<file path="src/hdl/assert_macros.svh">
// Assertion macros used by the top level of the stack block.
`ifndef ASSERT_MACROS_SVH
`define ASSERT_MACROS_SVH

// Clocked assertion that is switched off while reset is asserted.
`define ASSERT_CLKED(label, clk, rst_n, prop) \
	label: assert property (@(posedge clk) disable iff (!(rst_n)) (prop)) \
		else $error("assertion failed: label");

// Clocked assertion that also checks during reset.
`define ASSERT_ALWAYS(label, clk, prop) \
	label: assert property (@(posedge clk) (prop)) \
		else $error("assertion failed: label");

`endif

</file>
<file path="src/hdl/lifo_so_pkg.sv">
// Package with the codes, defaults and types of the overwrite-oldest stack.
package lifo_so_pkg;

	// Default sizes of the stack.
	localparam int unsigned CAPACITY_DEF   = 16;
	localparam int unsigned WORD_WIDTH_DEF = 32;

	// Fixed widths of the request and result fields.
	localparam int unsigned OP_W     = 2;
	localparam int unsigned DATA_W   = 32;
	localparam int unsigned STATUS_W = 2;
	localparam int unsigned COUNT_W  = 5;

	typedef logic [OP_W-1:0]     op_t;
	typedef logic [STATUS_W-1:0] status_t;

	// Operation codes.
	localparam op_t OP_PUSH  = 2'd0;
	localparam op_t OP_POP   = 2'd1;
	localparam op_t OP_FORCE = 2'd2;

	// Status codes.
	localparam status_t ST_OK      = 2'd0;
	localparam status_t ST_EMPTY   = 2'd1;
	localparam status_t ST_FULL    = 2'd2;
	localparam status_t ST_DISCARD = 2'd3;

	// Registered result flags handed from the controller to the top level.
	typedef struct packed {
		logic    done;
		logic    pop_valid;
		status_t status;
	} result_t;

endpackage

</file>
<file path="src/hdl/lifo_so_ram.sv">
// Entry memory of the stack: one write port and one registered read port.
module lifo_so_ram #(
	parameter int unsigned CAPACITY   = lifo_so_pkg::CAPACITY_DEF,
	parameter int unsigned WORD_WIDTH = lifo_so_pkg::WORD_WIDTH_DEF,
	localparam int unsigned PtrW      = $clog2(CAPACITY)
) (
	input  logic                  clk,
	input  logic                  wr_en,
	input  logic [PtrW-1:0]       wr_addr,
	input  logic [WORD_WIDTH-1:0] wr_data,
	input  logic                  rd_en,
	input  logic [PtrW-1:0]       rd_addr,
	output logic [WORD_WIDTH-1:0] rd_data
);

	logic [WORD_WIDTH-1:0] mem [CAPACITY];
	logic [WORD_WIDTH-1:0] rd_data_q;

	// Write port.
	always_ff @(posedge clk) begin
		if (wr_en) begin
			mem[wr_addr] <= wr_data;
		end
	end

	// Registered read port.
	always_ff @(posedge clk) begin
		if (rd_en) begin
			rd_data_q <= mem[rd_addr];
		end
	end

	assign rd_data = rd_data_q;

endmodule

</file>
<file path="src/hdl/lifo_so_ctrl.sv">
// Pointer and count control of the stack ring, with the registered result flags.
module lifo_so_ctrl #(
	parameter int unsigned CAPACITY   = lifo_so_pkg::CAPACITY_DEF,
	parameter int unsigned WORD_WIDTH = lifo_so_pkg::WORD_WIDTH_DEF,
	localparam int unsigned PtrW      = $clog2(CAPACITY),
	localparam int unsigned CntW      = $clog2(CAPACITY + 1)
) (
	input  logic                        clk,
	input  logic                        arst_n,
	input  logic                        accept,
	input  lifo_so_pkg::op_t            operation,
	input  logic [lifo_so_pkg::DATA_W-1:0] data_in,
	output logic                        wr_en,
	output logic [PtrW-1:0]             wr_addr,
	output logic [WORD_WIDTH-1:0]       wr_data,
	output logic                        rd_en,
	output logic [PtrW-1:0]             rd_addr,
	output lifo_so_pkg::result_t        result,
	output logic [CntW-1:0]             count
);

	logic [PtrW-1:0] bottom_q;
	logic [CntW-1:0] count_q;
	lifo_so_pkg::result_t result_q;

	logic [PtrW-1:0] bottom_d;
	logic [CntW-1:0] count_d;
	lifo_so_pkg::result_t result_d;
	logic full;
	logic empty;
	logic [PtrW-1:0] top_free_slot;
	logic [PtrW-1:0] top_used_slot;
	logic [PtrW-1:0] bottom_next;
	logic [CntW-1:0] count_less;
	logic [WORD_WIDTH+lifo_so_pkg::DATA_W-1:0] in_ext;

	// Ring addition of an offset below the capacity to a slot index.
	function automatic logic [PtrW-1:0] ring_add(input logic [PtrW-1:0] base,
			input logic [PtrW-1:0] off);
		logic [PtrW:0] sum;
		sum = {1'b0, base} + {1'b0, off};
		if (sum >= (PtrW+1)'(CAPACITY)) begin
			sum = sum - (PtrW+1)'(CAPACITY);
		end
		return sum[PtrW-1:0];
	endfunction

	// Slot addresses around the current top and bottom.
	assign full          = (count_q == CntW'(CAPACITY));
	assign empty         = (count_q == '0);
	assign count_less    = count_q - CntW'(1);
	assign top_free_slot = ring_add(bottom_q, count_q[PtrW-1:0]);
	assign top_used_slot = ring_add(bottom_q, count_less[PtrW-1:0]);
	assign bottom_next   = ring_add(bottom_q, PtrW'(1));

	// The pushed word is cut or widened to the stored width.
	assign in_ext  = {{WORD_WIDTH{1'b0}}, data_in};
	assign wr_data = in_ext[WORD_WIDTH-1:0];

	// Decode the request into memory accesses and the next pointer state.
	always_comb begin
		bottom_d           = bottom_q;
		count_d            = count_q;
		wr_en              = 1'b0;
		wr_addr            = top_free_slot;
		rd_en              = 1'b0;
		rd_addr            = top_used_slot;
		result_d.done      = accept;
		result_d.pop_valid = 1'b0;
		result_d.status    = lifo_so_pkg::ST_OK;
		if (accept) begin
			case (operation)
				lifo_so_pkg::OP_PUSH, lifo_so_pkg::OP_FORCE: begin
					if (!full) begin
						wr_en   = 1'b1;
						count_d = count_q + CntW'(1);
					end else if (operation == lifo_so_pkg::OP_FORCE) begin
						// The new word overwrites the oldest slot and becomes the top.
						wr_en           = 1'b1;
						wr_addr         = bottom_q;
						bottom_d        = bottom_next;
						result_d.status = lifo_so_pkg::ST_DISCARD;
					end else begin
						result_d.status = lifo_so_pkg::ST_FULL;
					end
				end
				lifo_so_pkg::OP_POP: begin
					if (empty) begin
						result_d.status = lifo_so_pkg::ST_EMPTY;
					end else begin
						rd_en              = 1'b1;
						count_d            = count_less;
						result_d.pop_valid = 1'b1;
					end
				end
				default: begin
					// Unused codes leave the state as it is.
				end
			endcase
		end
	end

	// Pointer, count and result registers.
	always_ff @(posedge clk or negedge arst_n) begin
		if (!arst_n) begin
			bottom_q <= '0;
			count_q  <= '0;
			result_q <= '0;
		end else begin
			bottom_q <= bottom_d;
			count_q  <= count_d;
			result_q <= result_d;
		end
	end

	assign result = result_q;
	assign count  = count_q;

endmodule

</file>
<file path="src/hdl/lifo_stack_overwrite_oldest_core.sv">
// Top level of the bounded stack with an overwrite-oldest push.
// The result of a request appears with done in the cycle after it is taken.
// Throughput: one request per cycle; busy stays low, since each request makes
// at most one access to the entry memory.
// Reset: arst_n clears the count and the bottom pointer, so the stack is empty;
// entries are not cleared and are read only after they were written.
// The receiver cannot stall: each result is shown for exactly one cycle.
`include "assert_macros.svh"

module lifo_stack_overwrite_oldest_core #(
	parameter int unsigned CAPACITY   = lifo_so_pkg::CAPACITY_DEF,
	parameter int unsigned WORD_WIDTH = lifo_so_pkg::WORD_WIDTH_DEF
) (
	input  logic                                 clk,
	input  logic                                 arst_n,
	input  logic                                 start,
	output logic                                 busy,
	input  logic [lifo_so_pkg::OP_W-1:0]         operation,
	input  logic [lifo_so_pkg::DATA_W-1:0]       data_in,
	output logic                                 done,
	output logic [lifo_so_pkg::DATA_W-1:0]       pop_data,
	output logic                                 pop_valid,
	output logic [lifo_so_pkg::STATUS_W-1:0]     status,
	output logic [lifo_so_pkg::COUNT_W-1:0]      entry_count,
	output logic                                 is_empty,
	output logic                                 is_full
);

	localparam int unsigned PtrW = $clog2(CAPACITY);
	localparam int unsigned CntW = $clog2(CAPACITY + 1);

	logic                  accept;
	logic                  wr_en;
	logic [PtrW-1:0]       wr_addr;
	logic [WORD_WIDTH-1:0] wr_data;
	logic                  rd_en;
	logic [PtrW-1:0]       rd_addr;
	logic [WORD_WIDTH-1:0] rd_data;
	lifo_so_pkg::result_t  result;
	logic [CntW-1:0]       count;
	logic [WORD_WIDTH+lifo_so_pkg::DATA_W-1:0] pop_ext;
	logic [CntW+lifo_so_pkg::COUNT_W-1:0]      count_ext;

	// A request is taken whenever start is high; the block never holds off.
	assign busy   = 1'b0;
	assign accept = start && !busy;

	lifo_so_ctrl #(
		.CAPACITY   (CAPACITY),
		.WORD_WIDTH (WORD_WIDTH)
	) u_ctrl (
		.clk       (clk),
		.arst_n    (arst_n),
		.accept    (accept),
		.operation (operation),
		.data_in   (data_in),
		.wr_en     (wr_en),
		.wr_addr   (wr_addr),
		.wr_data   (wr_data),
		.rd_en     (rd_en),
		.rd_addr   (rd_addr),
		.result    (result),
		.count     (count)
	);

	lifo_so_ram #(
		.CAPACITY   (CAPACITY),
		.WORD_WIDTH (WORD_WIDTH)
	) u_ram (
		.clk     (clk),
		.wr_en   (wr_en),
		.wr_addr (wr_addr),
		.wr_data (wr_data),
		.rd_en   (rd_en),
		.rd_addr (rd_addr),
		.rd_data (rd_data)
	);

	// Result fields; the popped word is shown only with a successful pop.
	assign pop_ext     = {{lifo_so_pkg::DATA_W{1'b0}}, rd_data};
	assign count_ext   = {{lifo_so_pkg::COUNT_W{1'b0}}, count};
	assign done        = result.done;
	assign pop_valid   = result.pop_valid;
	assign status      = result.status;
	assign pop_data    = result.pop_valid ? pop_ext[lifo_so_pkg::DATA_W-1:0] : '0;
	assign entry_count = count_ext[lifo_so_pkg::COUNT_W-1:0];
	assign is_empty    = (count == '0);
	assign is_full     = (count == CntW'(CAPACITY));

	// Every taken request gives exactly one result in the next cycle.
	`ASSERT_CLKED(a_done_follows, clk, arst_n, accept |=> done)
	`ASSERT_CLKED(a_no_spurious_done, clk, arst_n, !accept |=> !done)
	// A discard happens only on a full stack, which stays full.
	`ASSERT_CLKED(a_discard_full, clk, arst_n,
		(done && status == lifo_so_pkg::ST_DISCARD) |-> (is_full && !pop_valid))
	// A successful pop leaves room and reports no error.
	`ASSERT_CLKED(a_pop_leaves_room, clk, arst_n,
		(done && pop_valid) |-> (!is_full && status == lifo_so_pkg::ST_OK))

endmodule
</file>
<file path="config.mk">
export PLATFORM = sky130hd
export DESIGN_NAME = lifo_stack_overwrite_oldest_core
export DESIGN_NICKNAME = d
export VERILOG_FILES = /design/src/hdl/lifo_so_pkg.sv /design/src/hdl/lifo_so_ram.sv /design/src/hdl/lifo_so_ctrl.sv /design/src/hdl/lifo_stack_overwrite_oldest_core.sv
export VERILOG_INCLUDE_DIRS = /design/src /design/src/hdl
export SDC_FILE = /design/constraint.sdc
export NUM_CORES = 1
export LEC_CHECK = 0
export BUFFER_PORTS_ARGS = -buffer_cell sky130_fd_sc_hd__buf_2
export CORE_MARGIN = 2
export CORE_UTILIZATION = 60
export DETAILED_ROUTE_END_ITERATION = 12
export PLACE_DENSITY = 0.8
export SLEW_MARGIN = 25
export SYNTH_ARGS = -nofsm -noshare
export SYNTH_HDL_FRONTEND = slang
export SYNTH_HIERARCHICAL = 1
export SYNTH_SLANG_ARGS = --single-unit
</file>
<file path="constraint.sdc">
create_clock -name clk -period 9.5 [get_ports clk]
set_clock_uncertainty 0.15 [all_clocks]
set_input_delay 0.95 -clock clk [delete_from_list [all_inputs] [get_ports clk]]
set_output_delay 0.95 -clock clk [all_outputs]
set_load 0.05 [all_outputs]
</file>
==> results.ini, run 1 <==
[outcome]
outcome = complete, no violations

[clock_tree]
postCtsSetupRepairBufs = 0
cts_root_buf = clkbuf_16
post_cts_resized = 0
cts_sinks = 557
htree_levels = 2
cts_tree = done
path_clk_slew_ns = 0.06
clk_latency_ns = 0.60
clock_path_buffers = 3
cts_made_buffers = 54
postCtsHoldBufs = 0

[timing]
hold_viol_final = 0
worst_pin_slew_ns = 1.04
setup-tns-final_ns = 0
setup_viol = 0
period_needed_ns = 4.46
rsz0062_at_grt = false
clock.fmax_ghz = 0.224
slew_headroom = 0.301
fin_crit_sh = 0.470
slew_violations = 0

[critical_path]
worstPathArrival_ns = 4.57
critPathSlowestCell = o21ai_0
slowest_delay_ns = 0.86
critical_path_buf_inv_count = 2
cp_top_family = simple AND/OR/NAND/NOR gates
critical_path_required_ns = 9.61
crit_path_end_kind = flip-flop
cp_cell_sequence = inv_1 -> ha_1 -> nor3b_4 -> and4_1 -> o21ai_0 -> nand2b_1 -> nor2_4 -> buf_4
crit_path_max_fanout = 17
startpoint_type = flip-flop
worst-setup-path-type = reg2reg

[global_route]
grt_pass1_wl_mm = 69.6
grtUsageMet2 = 0.410
met3_usage = 0.0522
grt_pass1_vias = 10800
grt-busiest-layer = met2
grt_overflow = 0
antenna_found_initial = 3
globalRouteMet1Util = 0.344
grt_max_degree = 89
grt_usage = 0.254

[synthesis]
ys.flop_type = edfxtp_1
synthArstFlopShare = 0.0233
yosys.area.top_type_share = 0.756
synth_seq_area_share = 0.771
synthesis.area_mm2 = 0.0216
ys_types = 43
yosys_warnings = 6
ys_seq_elements = 557
synth.net_count = 1054
syn_inst = 1006
synth_area_leaders = edfxtp_1 (76%), mux4_2 (13%), a22oi_1 (2.2%)
synth_edf_count = 544
synth_top_area_cell = edfxtp_1
synth.avg_cell_area_um2 = 21.5

[routing]
drc_errors = 0
routed_wl_mm = 46.7
ant_nets = 0
vias = 10300
drt_iter0_markers = 953
via_per_inst = 6.46
drt_first_pass_iters = 5
wl_per_cell_um = 29.3

[final_layout]
fin_nets = 1132
mostFrequentLayoutCells = edfxtp_1 (544), mux4_2 (128), buf_2 (79)
drive_gt1_frac = 0.305
area_growth_syn_to_layout_pct = 12.2
layout_commonest_cell = edfxtp_1

[floorplan]
fp.dieH_um = 194
row_count = 69
start_util = 0.609
die_x_um = 194
core_area_mm2 = 0.0355
die_area_mm2 = 0.0376
ioPinCount = 81

[job]
drv_cap = 0

[placement]
place.gp.congestion = 0.781
dpl.hpwl_mm = 23.5
port_buffers = 79

[hold_path]
hold_path_class = in2async

-- through the flow --
stage,hold slack [ns],setup WS [ns],util,area (um^2),instances
6_report,0.0936,5.04,0.683,24200,1591
5_1_grt,0.100,4.88,0.683,24200,1591
4_1_cts,0.0928,5.10,0.683,24200,1589
3_5_place_dp,0.398,4.96,0.635,22500,1489
3_3_place_gp,0.396,5.17,0.632,22400,1485
2_1_floorplan,0.376,4.37,-,21600,1006
-- layout make-up --
| cell class | instances | area (um^2) |
|---|---|---|
| well taps | 461 | 577 |
| repair buffers | 105 | 683 |
| flip-flops and latches | 557 | 16700 |
| inverters | 10 | 37.5 |
| clock buffers | 72 | 1450 |
| diodes | 2 | 5.00 |
| multi-input cells | 356 | 4580 |
| clock inverters | 28 | 253 |
| fillers | 2070 | 11200 |
-- flip-flops by register name, indices dropped and copies added, names as in the netlist --
| name | cells |
|---|---|
| u_ram/mem | 512 |
| u_ram/rd_data | 32 |
| u_ctrl/count | 5 |
| u_ctrl/bottom_q | 4 |
| u_ctrl/result | 4 |
-- worst reg2reg max path: stages, from the launching register on --
cell and delay (ns):
dfrtp_1 0.49, inv_1 0.14, ha_1 0.27, nor3b_4 0.19, and4_1 0.34, o21ai_0 0.86
nand2b_1 0.47, nor2_4 0.75, buf_4 0.46
-- cell usage after synthesis (3+ instances only) --
cell type    n
clkbuf_1    20
o21ai_0      5
ha_1         9
buf_1       10
buf_4       43
dfrtp_1     13
and2_1      33
nor2_1      16
nand2_1     38
xor2_1       3
a21oi_1      5
mux4_2     128
inv_1       10
nor3_1       7
a22oi_1     64
nor2b_1      4
nand3_1      4
edfxtp_1   544
nand2b_1     3
buf_2        8
xnor2_1     10
-- per-layer routing --
layer	up-vias	part of all wire	wire length, um
met2	538	0.50	23400
met3	114	0.084	3920
met4	2	0.038	1770
li1	4267	-	-
met1	5352	0.38	17600
met5	-	0.00015	7
-- worst paths after layout --
check	slack [ns]	start	end	cells past startpoint
max	5.04	u_ctrl/count[0]$_DFFE_PN0P_	u_ram/mem[5][17]$_DFFE_PP_	8
min	0.09	arst_n	u_ctrl/result[3]$_DFF_PN0_	1
max reg2reg	5.04	u_ctrl/count[0]$_DFFE_PN0P_	u_ram/mem[5][17]$_DFFE_PP_	8
min reg2reg	0.41	u_ctrl/bottom_q[3]$_DFFE_PN0P_	u_ctrl/bottom_q[3]$_DFFE_PN0P_	1
max in group asynchronous	8.86	arst_n	u_ctrl/bottom_q[2]$_DFFE_PN0P_	1
min in group clk	0.36	start	u_ctrl/result[3]$_DFF_PN0_	1
-- cell families (layout without fill, tap and decap cells) --
group | Yosys count | count (layout) | synth area share
buffers and inverters | 93 | 215 | 0.0248
and+or+nand+nor | 118 | 118 | 0.0295
xor gates and xnor gates | 14 | 14 | 0.00602
AOI/OAI and AO/OA | 81 | 81 | 0.0269
DFF | 557 | 557 | 0.771
adders and majority gates | 11 | 11 | 0.00706
other | 1 | 3 | 0.000173
muxes | 131 | 131 | 0.135
Power of run 1 is left out: the tool's default activity adds up to more than one toggle a clock period on the data nets, which glitch-free logic cannot reach.
==> run 2: changes to the inputs <==
Settings changed: CORE_UTILIZATION 60 to 55, PLACE_DENSITY 0.8 to 0.77.
Clock period 9.5 ns to 3.7 ns, I/O delays scaled along.
==> run 2 against run 1 <==
- setup slack worse by 4.7 ns
- register-to-register slack lost 4.7 ns
- utilization is 4.4 points lower
==> results.ini, run 2 (synthesized netlist as in run 1, its figures left out) <==
[job]
drv_cap = 0  ; unchanged

[routing]
vias = 10400  ; +1.1%
via_per_inst = 6.17  ; -4.4%
wl_per_cell_um = 26.9  ; -8.4%
drc_errors = 0  ; unchanged
drt_first_pass_iters = 5  ; unchanged
drt_iter0_markers = 1039  ; +9.0%
ant_nets = 0  ; unchanged
routed_wl_mm = 45.2  ; -3.2%

[clock_tree]
post_cts_resized = 0  ; unchanged
htree_levels = 2  ; unchanged
cts_made_buffers = 53  ; -1.9%
clk_latency_ns = 0.58  ; -0.02 ns
cts_sinks = 557  ; unchanged
cts_root_buf = clkbuf_16
clock_path_buffers = 3  ; unchanged
postCtsSetupRepairBufs = 0  ; unchanged
path_clk_slew_ns = 0.06  ; about the same
cts_tree = done

[timing]
worst_pin_slew_ns = 0.762  ; -0.275 ns
slew_headroom = 0.488  ; +0.187
clock.fmax_ghz = 0.297  ; +32%
setup_viol = 0  ; unchanged
slew_violations = 0  ; unchanged
period_needed_ns = 3.37  ; -1.09 ns
fin_crit_sh = 0.911  ; +0.441
rsz0062_at_grt = false
hold-worst-slack_ns = 0.0159  ; -0.0777 ns
hold_viol_final = 0  ; unchanged

[floorplan]
start_util = 0.558  ; -0.0512
ioPinCount = 81  ; unchanged
fp.dieH_um = 202  ; +4.4%
die_x_um = 202  ; +4.4%
core_area_mm2 = 0.0387  ; +9.2%
die_area_mm2 = 0.0409  ; +8.9%
row_count = 72  ; +4.3%

[final_layout]
fin_nets = 1170  ; +3.4%
drive_gt1_frac = 0.312  ; +0.00743
stdcell_area_mm2 = 0.0248  ; +2.2%
area_growth_syn_to_layout_pct = 14.6
top_register = u_ram/mem
instances_no_fill = 1682  ; +5.7%
layout_commonest_cell = edfxtp_1
n_fill_cell = 2555  ; +23%
largest_reg_flops = 512  ; unchanged
mostFrequentLayoutCells = edfxtp_1 (544), mux4_2 (128), buf_2 (79)

[critical_path]
r2r_start = u_ctrl/count[0]$_DFFE_PN0P_
critical_path_required_ns = 3.81  ; -5.80 ns
crit_path_max_fanout = 21  ; +4
worstPathArrival_ns = 3.48  ; -1.09 ns
r2r_cells = 10  ; +2
crit_path_end_kind = flip-flop
worst-setup-path-type = reg2reg
startpoint_type = flip-flop
r2r_end = u_ram/mem[3][13]$_DFFE_PP_
r2r_slack_ns = 0.33  ; -4.71 ns

[placement]
dpl.cell_count = 1571  ; +5.5%
port_buffers = 79  ; unchanged
dpl.hpwl_mm = 24.3  ; +3.3%
place.gp.congestion = 0.752  ; -3.8%
post_dp_cell_area_mm2 = 0.0230  ; +2.0%

[hold_path]
hold_path_class = in2reg
worstHoldEndpoint = u_ram/mem[7][20]$_DFFE_PP_
whs_path_depth = 1
holdCritStartpoint = data_in[20]

[global_route]
grt_overflow = 0  ; unchanged
grt_usage = 0.227  ; -0.0267
grt_pass1_vias = 10600  ; -1.7%
grt_max_degree = 80  ; -10%
grt_pass1_wl_mm = 67.8  ; -2.5%
antenna_found_initial = 5  ; +2

[outcome]
outcome = complete, no violations

==> run 2: changes by cell type in the layout (fill, tap and decap cells not counted), moves of 6 or more <==
| cell | delta |
|---|---|
| buf_12 | +19 |
| clkinv_2 | -6 |
| clkbuf_1 | -9 |
| buf_4 | +10 |
| clkinv_1 | +12 |
| dlygate4sd3_1 | +14 |
==> run 2: layout make-up <==
type	count	area, um^2	area share
inverter	10	37.5	0.00151
multi-input combinational	356	4610	0.186
antenna	2	5.00	0.000202
tap	518	648	0.0262
timing repair buffer	144	1170	0.0472
sequential	557	16700	0.673
clock inverter	33	240	0.00970
clock buffer	62	1400	0.0566
==> run 2: how the worst max path moves through the flow <==
stage | start | end | slack, ns | depth (start not counted)
3_3_place_gp | u_ctrl/count[0]$_DFFE_PN0P_ | u_ram/rd_data[24]$_DFFE_PP_ | 0.41 | 8
6_report | u_ctrl/count[0]$_DFFE_PN0P_ | u_ram/mem[3][13]$_DFFE_PP_ | 0.33 | 10
4_1_cts | u_ctrl/count[0]$_DFFE_PN0P_ | u_ram/rd_data[26]$_DFFE_PP_ | 0.35 | 8
5_1_grt | u_ctrl/count[0]$_DFFE_PN0P_ | u_ram/mem[3][13]$_DFFE_PP_ | 0.14 | 10
3_5_place_dp | u_ctrl/count[0]$_DFFE_PN0P_ | u_ram/rd_data[30]$_DFFE_PP_ | 0.36 | 8
2_1_floorplan | u_ctrl/count[1]$_DFFE_PN0P_ | u_ram/mem[3][0]$_DFFE_PP_ | -0.18 | 8
==> run 2: per-stage QoR <==
stage                     setup TNS [ns]  setup slack [ns]  utilization
after global placement                 0             0.412        0.593
after floorplan                   -49.79            -0.178            -
final                                  0             0.330        0.640
after global routing                   0             0.136        0.640
after detailed placement               0             0.356        0.593
after CTS                              0             0.352        0.639
==> run 2: per-layer routing <==
layer / part of all wire / global-route usage
met1: 0.40 / 0.321
met2: 0.49 / 0.362
met4: 0.030 / 0.0756
met5: 0.00071 / 0
met3: 0.080 / 0.0434
==> run 2: repair_timing <==
item	in CTS	in global routing
setup endpoints to repair	0	0
hold buffers	14	0
hold endpoints to repair	148	0
==> run 2: worst max-delay path: stages (launching register included) <==
cell and delay, ns:
dfrtp_2 0.46, inv_1 0.14, ha_1 0.24, nor3b_4 0.34, and4_1 0.26, buf_4 0.17, nand2_1 0.06, o21ai_0 0.22
nand2_1 0.38, nor2_4 0.35, buf_12 0.24
Power of run 2 is left out for the same reason.
